### config.mk
export PLATFORM = sky130hd
export DESIGN_NAME = fpa_cell
export DESIGN_NICKNAME = d
export VERILOG_FILES = /design/src/fpa_pkg.sv /design/src/fpa_cell.sv
export SDC_FILE = /design/constraint.sdc
export NUM_CORES = 1
export LEC_CHECK = 0
export BUFFER_PORTS_ARGS = -buffer_cell sky130_fd_sc_hd__buf_2
export CORE_MARGIN = 1
export CORE_UTILIZATION = 25
export CTS_CLUSTER_DIAMETER = 30
export DETAILED_ROUTE_END_ITERATION = 12
export SKIP_CTS_REPAIR_TIMING = 1
export SLEW_MARGIN = 10
export SYNTH_ARGS = -nofsm -noshare
export SYNTH_HDL_FRONTEND = slang
export SYNTH_SLANG_ARGS = --single-unit
export TNS_END_PERCENT = 5
### constraint.sdc
create_clock -name clk_i -period 8.9 [get_ports clk_i]
set_input_delay 1.78 -clock clk_i [delete_from_list [all_inputs] [get_ports clk_i]]
set_output_delay 1.78 -clock clk_i [all_outputs]
set_load 0.01 [all_outputs]
### src/fpa_pkg.sv
// Types and constants for the Q32.32 fixed-point ALU.
// No dependencies; used by fpa_cell and fixed_point_alu_q32_32.
package fpa_pkg;

  localparam int unsigned OpW = 3;
  localparam int unsigned DataW = 64;
  localparam int unsigned WideW = 2 * DataW;

  typedef enum logic [OpW-1:0] {
    OP_ADD  = 3'd0,
    OP_SUB  = 3'd1,
    OP_MUL  = 3'd2,
    OP_DIV  = 3'd3,
    OP_REM  = 3'd4,
    OP_ITOF = 3'd5
  } op_e;

  typedef struct packed {
    logic [OpW-1:0]          opcode;
    logic signed [DataW-1:0] operand_a;
    logic signed [DataW-1:0] operand_b;
  } in_item_t;

  typedef struct packed {
    logic signed [DataW-1:0] result;
    logic                    divide_by_zero;
  } out_item_t;

  // Work word handed from cell to cell.
  // x: dividend / quotient shift word, or product accumulator, or finished value
  // r: partial remainder, or multiplier bits; d: divisor or multiplicand
  typedef struct packed {
    logic [OpW-1:0]   opcode;
    logic             neg;
    logic             dz;
    logic [WideW-1:0] x;
    logic [DataW-1:0] r;
    logic [DataW-1:0] d;
  } work_t;

endpackage

### src/fpa_cell.sv
// One pipeline cell: a restoring divide step or a shift-add multiply step.
// Depends on fpa_pkg.
module fpa_cell import fpa_pkg::*; #(
  parameter bit MulStep = 1'b1
) (
  input  logic  clk_i,
  input  logic  rst_ni,
  input  logic  valid_i,
  output logic  ready_o,
  input  work_t data_i,
  output logic  valid_o,
  input  logic  ready_i,
  output work_t data_o
);

  logic          valid_q;
  work_t         data_q;
  work_t         data_d;
  logic [DataW:0] rr;
  logic [DataW:0] diff;

  assign ready_o = !valid_q || ready_i;
  assign rr      = {data_i.r, data_i.x[WideW-1]};
  assign diff    = rr - {1'b0, data_i.d};

  always_comb begin
    data_d = data_i;
    case (data_i.opcode)
      OP_MUL: begin
        if (MulStep) begin
          data_d.x = (data_i.x << 1)
                   + (data_i.r[DataW-1] ? {{DataW{1'b0}}, data_i.d} : {WideW{1'b0}});
          data_d.r = data_i.r << 1;
        end
      end
      OP_DIV, OP_REM: begin
        data_d.x = {data_i.x[WideW-2:0], 1'b0};
        if (!diff[DataW]) begin
          data_d.r    = diff[DataW-1:0];
          data_d.x[0] = 1'b1;
        end else begin
          data_d.r = rr[DataW-1:0];
        end
      end
      default: begin
        data_d = data_i;
      end
    endcase
  end

  always_ff @(posedge clk_i or negedge rst_ni) begin
    if (!rst_ni) begin
      valid_q <= 1'b0;
    end else if (ready_o) begin
      valid_q <= valid_i;
    end
  end

  always_ff @(posedge clk_i) begin
    if (ready_o && valid_i) begin
      data_q <= data_d;
    end
  end

  assign valid_o = valid_q;
  assign data_o  = data_q;

endmodule

* Yosys cells after proc, flatten, opt, wreduce, memory -nomap -nowiden
Index checks and enable logic that the tools add are counted.
** Word-level totals
- Flip-flop bits (word level) :: 262
- Bits in latches :: 0
- RAM bits :: 0
- Bits in read-only memories :: 0
- Input bits :: 265
- Word-level logic and storage cells :: 20
- Memories :: 0
** Operators by class
- Add/subtract/negate cells :: 2
- $mul :: 0
- Div/mod/pow operators :: 0
- Order comparisons :: 0
- Eq/ne operators :: 3
- Shift-type cells :: 0
- Mux-type cells :: 4
- Bitwise logic cells :: 0
- Reduce and logical (&&, ||, !) cells :: 4
** Operators by type and width (number)
- 192-bit one-hot mux with 2 select lines :: 1
- 128-bit by 64-bit adder with 128-bit output :: 1
- 64-bit two-way mux :: 2
- 65-bit by 64-bit subtractor with 65-bit output :: 1
- 3-bit by 2-bit equality test with 1-bit output, second input constant :: 2
- 3-bit equality test, second input constant :: 1
- 2-bit OR reduction :: 1
- 1-bit logical AND :: 1
- 1-bit zero test :: 1
- 1-bit logical OR :: 1
- 1-bit two-way mux :: 1

* Longest topological paths before layout
Gate-level depths: netlist of the first run.
- Word-level depth :: 3
- Gate-level depth with buffers :: 17

* Worst setup path before layout of the first run
Ideal clock, no wire load.
- Path type :: input to register
- From :: input ready_i
- To :: register data_q, in the netlist data_o[0], enable pin
- Arrival time :: 7.932 ns
- Data required time :: 8.244 ns
- Slack :: 0.312 ns
- Cell stages on the path :: 2
- Cell sequence :: nand2b_1 and2_1
** Between the ends
- Word-level cells in the longest chain between the ends :: 2
** Ends and longest elaborated chain
- start, declared :: RTL line fpa_cell.sv:12 : input logic ready_i,
- 1-bit logical OR :: RTL line fpa_cell.sv:22 : assign ready_o = !valid_q || ready_i;
- 1-bit logical AND :: RTL line fpa_cell.sv:60 : if (ready_o && valid_i) begin
- end signal, assigned :: RTL line fpa_cell.sv:61 : data_q <= data_d;
- end, declared :: RTL line fpa_cell.sv:17 : work_t data_q;
Every way passes these cells.
A chain may end at the register's enable or synchronous reset.

==> results of run 1 <==
[registers in the layout, indices dropped and copies added (netlist names)]
| signal | flops |
|---|---|
| data_o | 261 |
| valid_o | 1 |
[cell type report]
class,count,share of cell area
Antenna cell,16,0.001462
Clock buffer,89,0.07355
Clock inverter,52,0.02426
Inverter,95,0.01302
Multi-Input combinational cell,1881,0.4486
Sequential cell,262,0.2871
Tap cell,1070,0.04888
Timing Repair Buffer,547,0.1032
[metal layers]
layer | global-route usage | vias to the layer above
met5 | 0 | -
met4 | 0.07869 | 22
met3 | 0.05282 | 188
met2 | 0.3522 | 894
met1 | 0.2658 | 10360
li1 | - | 10150
[critical path, cell delays in order]
cell	delay (ps)
buf_2	630
and2_1	230
ha_1	170
fa_1	230
a211oi_1	110
o21ai_1	200
a211oi_1	140
o31a_1	420
a21oi_1	420
a41oi_1	350
o31ai_1	800
nor3_1	70
or3_1	400
[cells by family (layout without fill, tap and decap cells)]
| logic type | count (synthesis) | count (layout) |
|---|---|---|
| flip-flops | 262 | 262 |
| other | 0 | 16 |
| AO/OA/AOI/OAI | 860 | 860 |
| AND/OR/NAND/NOR | 766 | 766 |
| XOR/XNOR | 119 | 119 |
| buffers and inverters | 223 | 783 |
| adder cells (fa/ha/maj) | 129 | 129 |
| multiplexers | 7 | 7 |
[Yosys cell counts (29+ instances only)]
cell	number	area, µm²
xor2_1	59	516.8
ha_1	127	1589
and2_1	83	519.3
clkbuf_1	102	382.9
nor2_1	111	416.7
o21ai_0	235	1176
a22oi_1	123	923.4
a21o_1	61	457.9
and3_1	50	312.8
edfxtp_1	261	7838
nor3_1	48	240.2
nand4_1	57	356.6
inv_1	95	356.6
o211ai_1	29	217.7
xnor2_1	59	516.8
nand2_1	219	822.0
nand3_1	92	460.4
a21oi_1	183	915.9
[per-stage QoR]
stage                     total power, µW  hold WS [ps]  cell area (µm²)  setup slack [ps]
final                                5530         526.6            27390              3194
after global routing                 5753         560.4            27360              2843
after CTS                            5571         533.8            27350              3164
after detailed placement             2724         521.3            24670              2539
after global placement               2725         507.4            24670              2587
after floorplan                      2260         622.1            20960             312.2
[worst paths after layout]
path	slack, ps	to
setup / recovery	3190	data_o[217]
hold / removal	530	valid_o
setup reg to reg	6380	data_o[117]
hold reg to reg	530	valid_o
max in group asynchronous	7860	valid_o
min in group asynchronous	960	valid_o
[where the power goes]
part | internal [µW] | switching, µW
clock network | 1940 | 872
logic | 420 | 778
registers | 1490 | 25.9
==> run metrics, run 1 <==
total clock sinks=262; Reg area=0.007863 mm²; first-pass GRT wire length=136400 µm; final-report hold violation count=0; Final setup viols=0; Synth Area in Compound Gates=0.2676; Distinct cells, synth=a little over 80; Reg clk slew, reported paths=approximately 40 ps; Pre-Repair DR Iteration Count=6; Final #Nets=about 3300; starting DRC count in detailed routing=1945; Lkg Pwr=0.01124 µW; DRC=0; adder-cell share of the synthesized area=0.07772; Clock Latency Late Sink=620 ps; Worst Setup SP=data_i[127]; largest net degree at the start of global routing=approximately 150; vias in the first global route=~21000; fraction of registers with async set/reset=0.003817; setup TNS=0 ps; final cell count without fillers=between 4000 and 5000; DP HPWL=~74000 µm; total global-route track usage=0.2127; simple-gate area share of the yosys netlist=0.1850; total grt overflow=0; post-synthesis mux area share=0.003402; HP Start=valid_o; FILL cells=between 8000 and 9000; Worst R2R Path Depth=3; Met3 Wirelength=between 7000 and 8000 µm; period utilisation layout=0.6411; Max Freq=between 0.15 and 0.2 GHz; crit path max fanout=53; vias=~22000; core area=about 0.083 mm²; met1 wire length=39780 µm; I/O Pins=between 500 and 600; CP Capture Type=flip-flop; most frequent cells in the layout=527 x buf_2, 261 x edfxtp_1, 235 x o21ai_0, 219 x nand2_1, 183 x a21oi_1; critical path class=primary input to flip-flop; arrival time at the worst endpoint=6040 ps; Synth-to-Final Area Change=30.66%; number of cells after detailed placement=approximately 3900; Final Wtd Congestion=0.9090; RSZ-0062 raised after global routing=no; slew margin rel.=0.2649; min-delay worst type=flip-flop to flip-flop; Post-Synthesis Cells=~2400; Synth Area in XOR/XNOR=0.05008; most common cell after layout, fill and taps aside=buf_2; CTS tree=done; Ys Warns=0; Die X-Extent=~290 µm; std cell rows=approximately 110; area of the multi-input gates=around 0.012 mm²; min Tclk post-route=about 5700 ps; Final Skew=28.59 ps; H-Tree Depth=3; Root Driver=clkbuf_16; Top FF cell, synth=edfxtp_1; utilization after layout=0.3320; Critical Path RT=~9200 ps; final wirelength=between 90000 and 100000 µm; Post-DRT Antenna Nets=0; number of CTS-inserted buffers=78; Slew Limit Fails=0; Die H=around 290 µm; Die ar.=approximately 0.085 mm²; top routing layer used=met5; Netlist Area Pre-Place=0.02096 mm²; initial antenna violation count=27; MaxCap Viol Count=0; largest family of logic cells by synthesized area=compound AO/OA/AOI/OAI gates; Seq cells post-synth=between 200 and 300; Net Count, Synth=2760; Min-Delay Path Depth=2; Avg WL per Cell=23.50 µm; Seq/Total Area, Yosys=0.3751; r2r startpoint=valid_o; PD cells=201.9 mW/mm²; Initial Utilization=0.2541; mean post-synth cell area=around 8.9 µm²; # port buffers=between 500 and 600; slew at the pin closest to its max-slew limit=approximately 1100 ps; Via density=5.387; Post-synth EDFFs=between 200 and 300; Longest Clk Path Bufs=3; Routed met2 length=~44000 µm; layout cells sized above 1=0.2406; Max IR drop VDD=between 0.1 and 0.15 mV; status=complete, no violations; kind of start point of the critical path=primary input
Note: power is estimated with default switching activity, not from simulation.
==> run 2, diff against run 1 <==
clock period = 5.73 ns   (was 8.9 ns; I/O delays follow)
==> run metrics, run 2 (synthesis results as in run 1) <==
number of cells after detailed placement=just under 4000; sequential share of power=0.273; Slowest cell on crit path=a2111oi_4; DRC=0; total global-route track usage=0.2163; slew margin rel.=0.3464; Synth-to-Final Area Change=31.92%; H-Tree Depth=3; PD cells=around 310 mW/mm²; total grt overflow=0; cell-internal power=around 6100 µW; Avg WL per Cell=approximately 24 µm; setup TNS=0 ps; Clock Latency Late Sink=600 ps; period utilisation layout=0.8605; CTS tree=done; total clock sinks=approximately 260; arrival time at the worst endpoint=roughly 5300 ps; Largest stage delay, worst path=approximately 600 ps; Worst Setup SP=data_i[0]; Final Wtd Congestion=0.9448; Worst R2R Path Depth=3; most common cell after layout, fill and taps aside=buf_2; core area=between 0.08 and 0.09 mm²; Logic pwr share=0.218; Longest Clk Path Bufs=3; vias in the first global route=21300; final wirelength=between 90000 and 100000 µm; crit path cell chain=buf_2, ha_1, inv_1, fa_1, a211oi_1, o211ai_1, a41oi_1, nor2_1, a2111oi_4, o31ai_4, xor2_2, nand2_1, buf_12, o21ai_0; Slew Limit Fails=0; status=complete, no violations; Initial Utilization=0.2541; max FFs per register=roughly 260; layout cells sized above 1=0.2478; Final Skew=approximately 23 ps; Max Freq=a little over 0.2 GHz; Via density=~5.4; crit path max fanout=29; Critical Path RT=approximately 6000 ps; Root Driver=clkbuf_16; Final #Nets=between 3000 and 4000; Clk network pwr share=0.509; Reg-to-Reg End=data_o[177]; largest net degree at the start of global routing=around 150; first-pass GRT wire length=between 100000 and 150000 µm; I/O Pins=roughly 530; Lkg Pwr=between 0.01 and 0.015 µW; Final setup viols=0; RSZ-0062 raised after global routing=no; DP HPWL=approximately 74000 µm; std cell rows=approximately 110; # port buffers=527; number of CTS-inserted buffers=80; Die X-Extent=slightly below 300 µm; Switching Share=0.2982; Die ar.=about 0.085 mm²; Max IR drop VDD=around 0.25 mV; Worst Setup EP=data_o[91]; slew at the pin closest to its max-slew limit=slightly below 1000 ps; R2R Setup Slk=3680 ps; kind of start point of the critical path=primary input; vias=between 20000 and 25000; final cell count without fillers=between 4000 and 5000; Die H=between 200 and 300 µm; critical path class=primary input to flip-flop; initial antenna violation count=21; Reg clk slew, reported paths=40 ps; most frequent cells in the layout=527 x buf_2, 261 x edfxtp_1, 235 x o21ai_0, 219 x nand2_1, 183 x a21oi_1; starting DRC count in detailed routing=about 1800; Psw=~2600 µW; min-delay worst type=primary input to async pin; Post-DRT Antenna Nets=0; Pre-Repair DR Iteration Count=6; final-report hold violation count=0; r2r startpoint=valid_o; MaxCap Viol Count=0; utilization after layout=0.3352; min Tclk post-route=4931 ps; CP Capture Type=flip-flop
## run 2: worst min path at each step
stage	cells after the start	from	slack, ps	to
finish	1	rst_ni	310	valid_o
global route	1	rst_ni	280	valid_o
CTS	1	rst_ni	260	valid_o
detailed placement	2	valid_o	520	valid_o
global placement	2	valid_o	500	valid_o
floorplan	2	valid_o	620	valid_o
## run 2: area by class of cell
cell class / count / area (µm²)
Antenna cell: 14 / 35.03
Clock buffer: 91 / 2128
Clock inverter: 52 / 560.5
Fill cell: 8647 / 54850
Inverter: 95 / 356.6
Multi-Input combinational cell: 1881 / 12290
Sequential cell: 262 / 7863
Tap cell: 1070 / 1339
Timing Repair Buffer: 573 / 3083
## run 2: critical path, delay by kind of cell
family / cells / cell delay, ps
fa+ha+maj: 2 / 790
xor+xnor: 1 / 340
simple gates: 2 / 630
compound gates: 6 / 1790
buf+inv: 3 / 610
## run 2: layer usage
metal	up-vias	share of wire	routed length [µm]	GRT usage
met5	-	0.0012	110	0
li1	10230	-	-	-
met1	10330	0.42	39960	0.2683
met3	223	0.082	7812	0.05914
met4	18	0.041	3952	0.09345
met2	927	0.46	43410	0.3504
## run 2: stage by stage
step	cell area, µm²	hold WS (ps)	setup slack, ps	power [µW]
2_1_floorplan	20960	621.8	727.2	3495
3_3_place_gp	24930	504.9	340.8	4249
3_5_place_dp	24930	522.3	189.4	4254
4_1_cts	27620	264.8	800.8	8712
5_1_grt	27620	284.6	628.5	8989
6_report	27650	313.2	799.1	8642
## run 2: power groups by stage
stage	logic, µW	registers, µW	clock network, µW
2_1_floorplan	1030	2470	0
3_3_place_gp	1860	2390	0
3_5_place_dp	1870	2390	0
4_1_cts	1880	2360	4480
5_1_grt	2050	2370	4570
6_report	1890	2360	4400
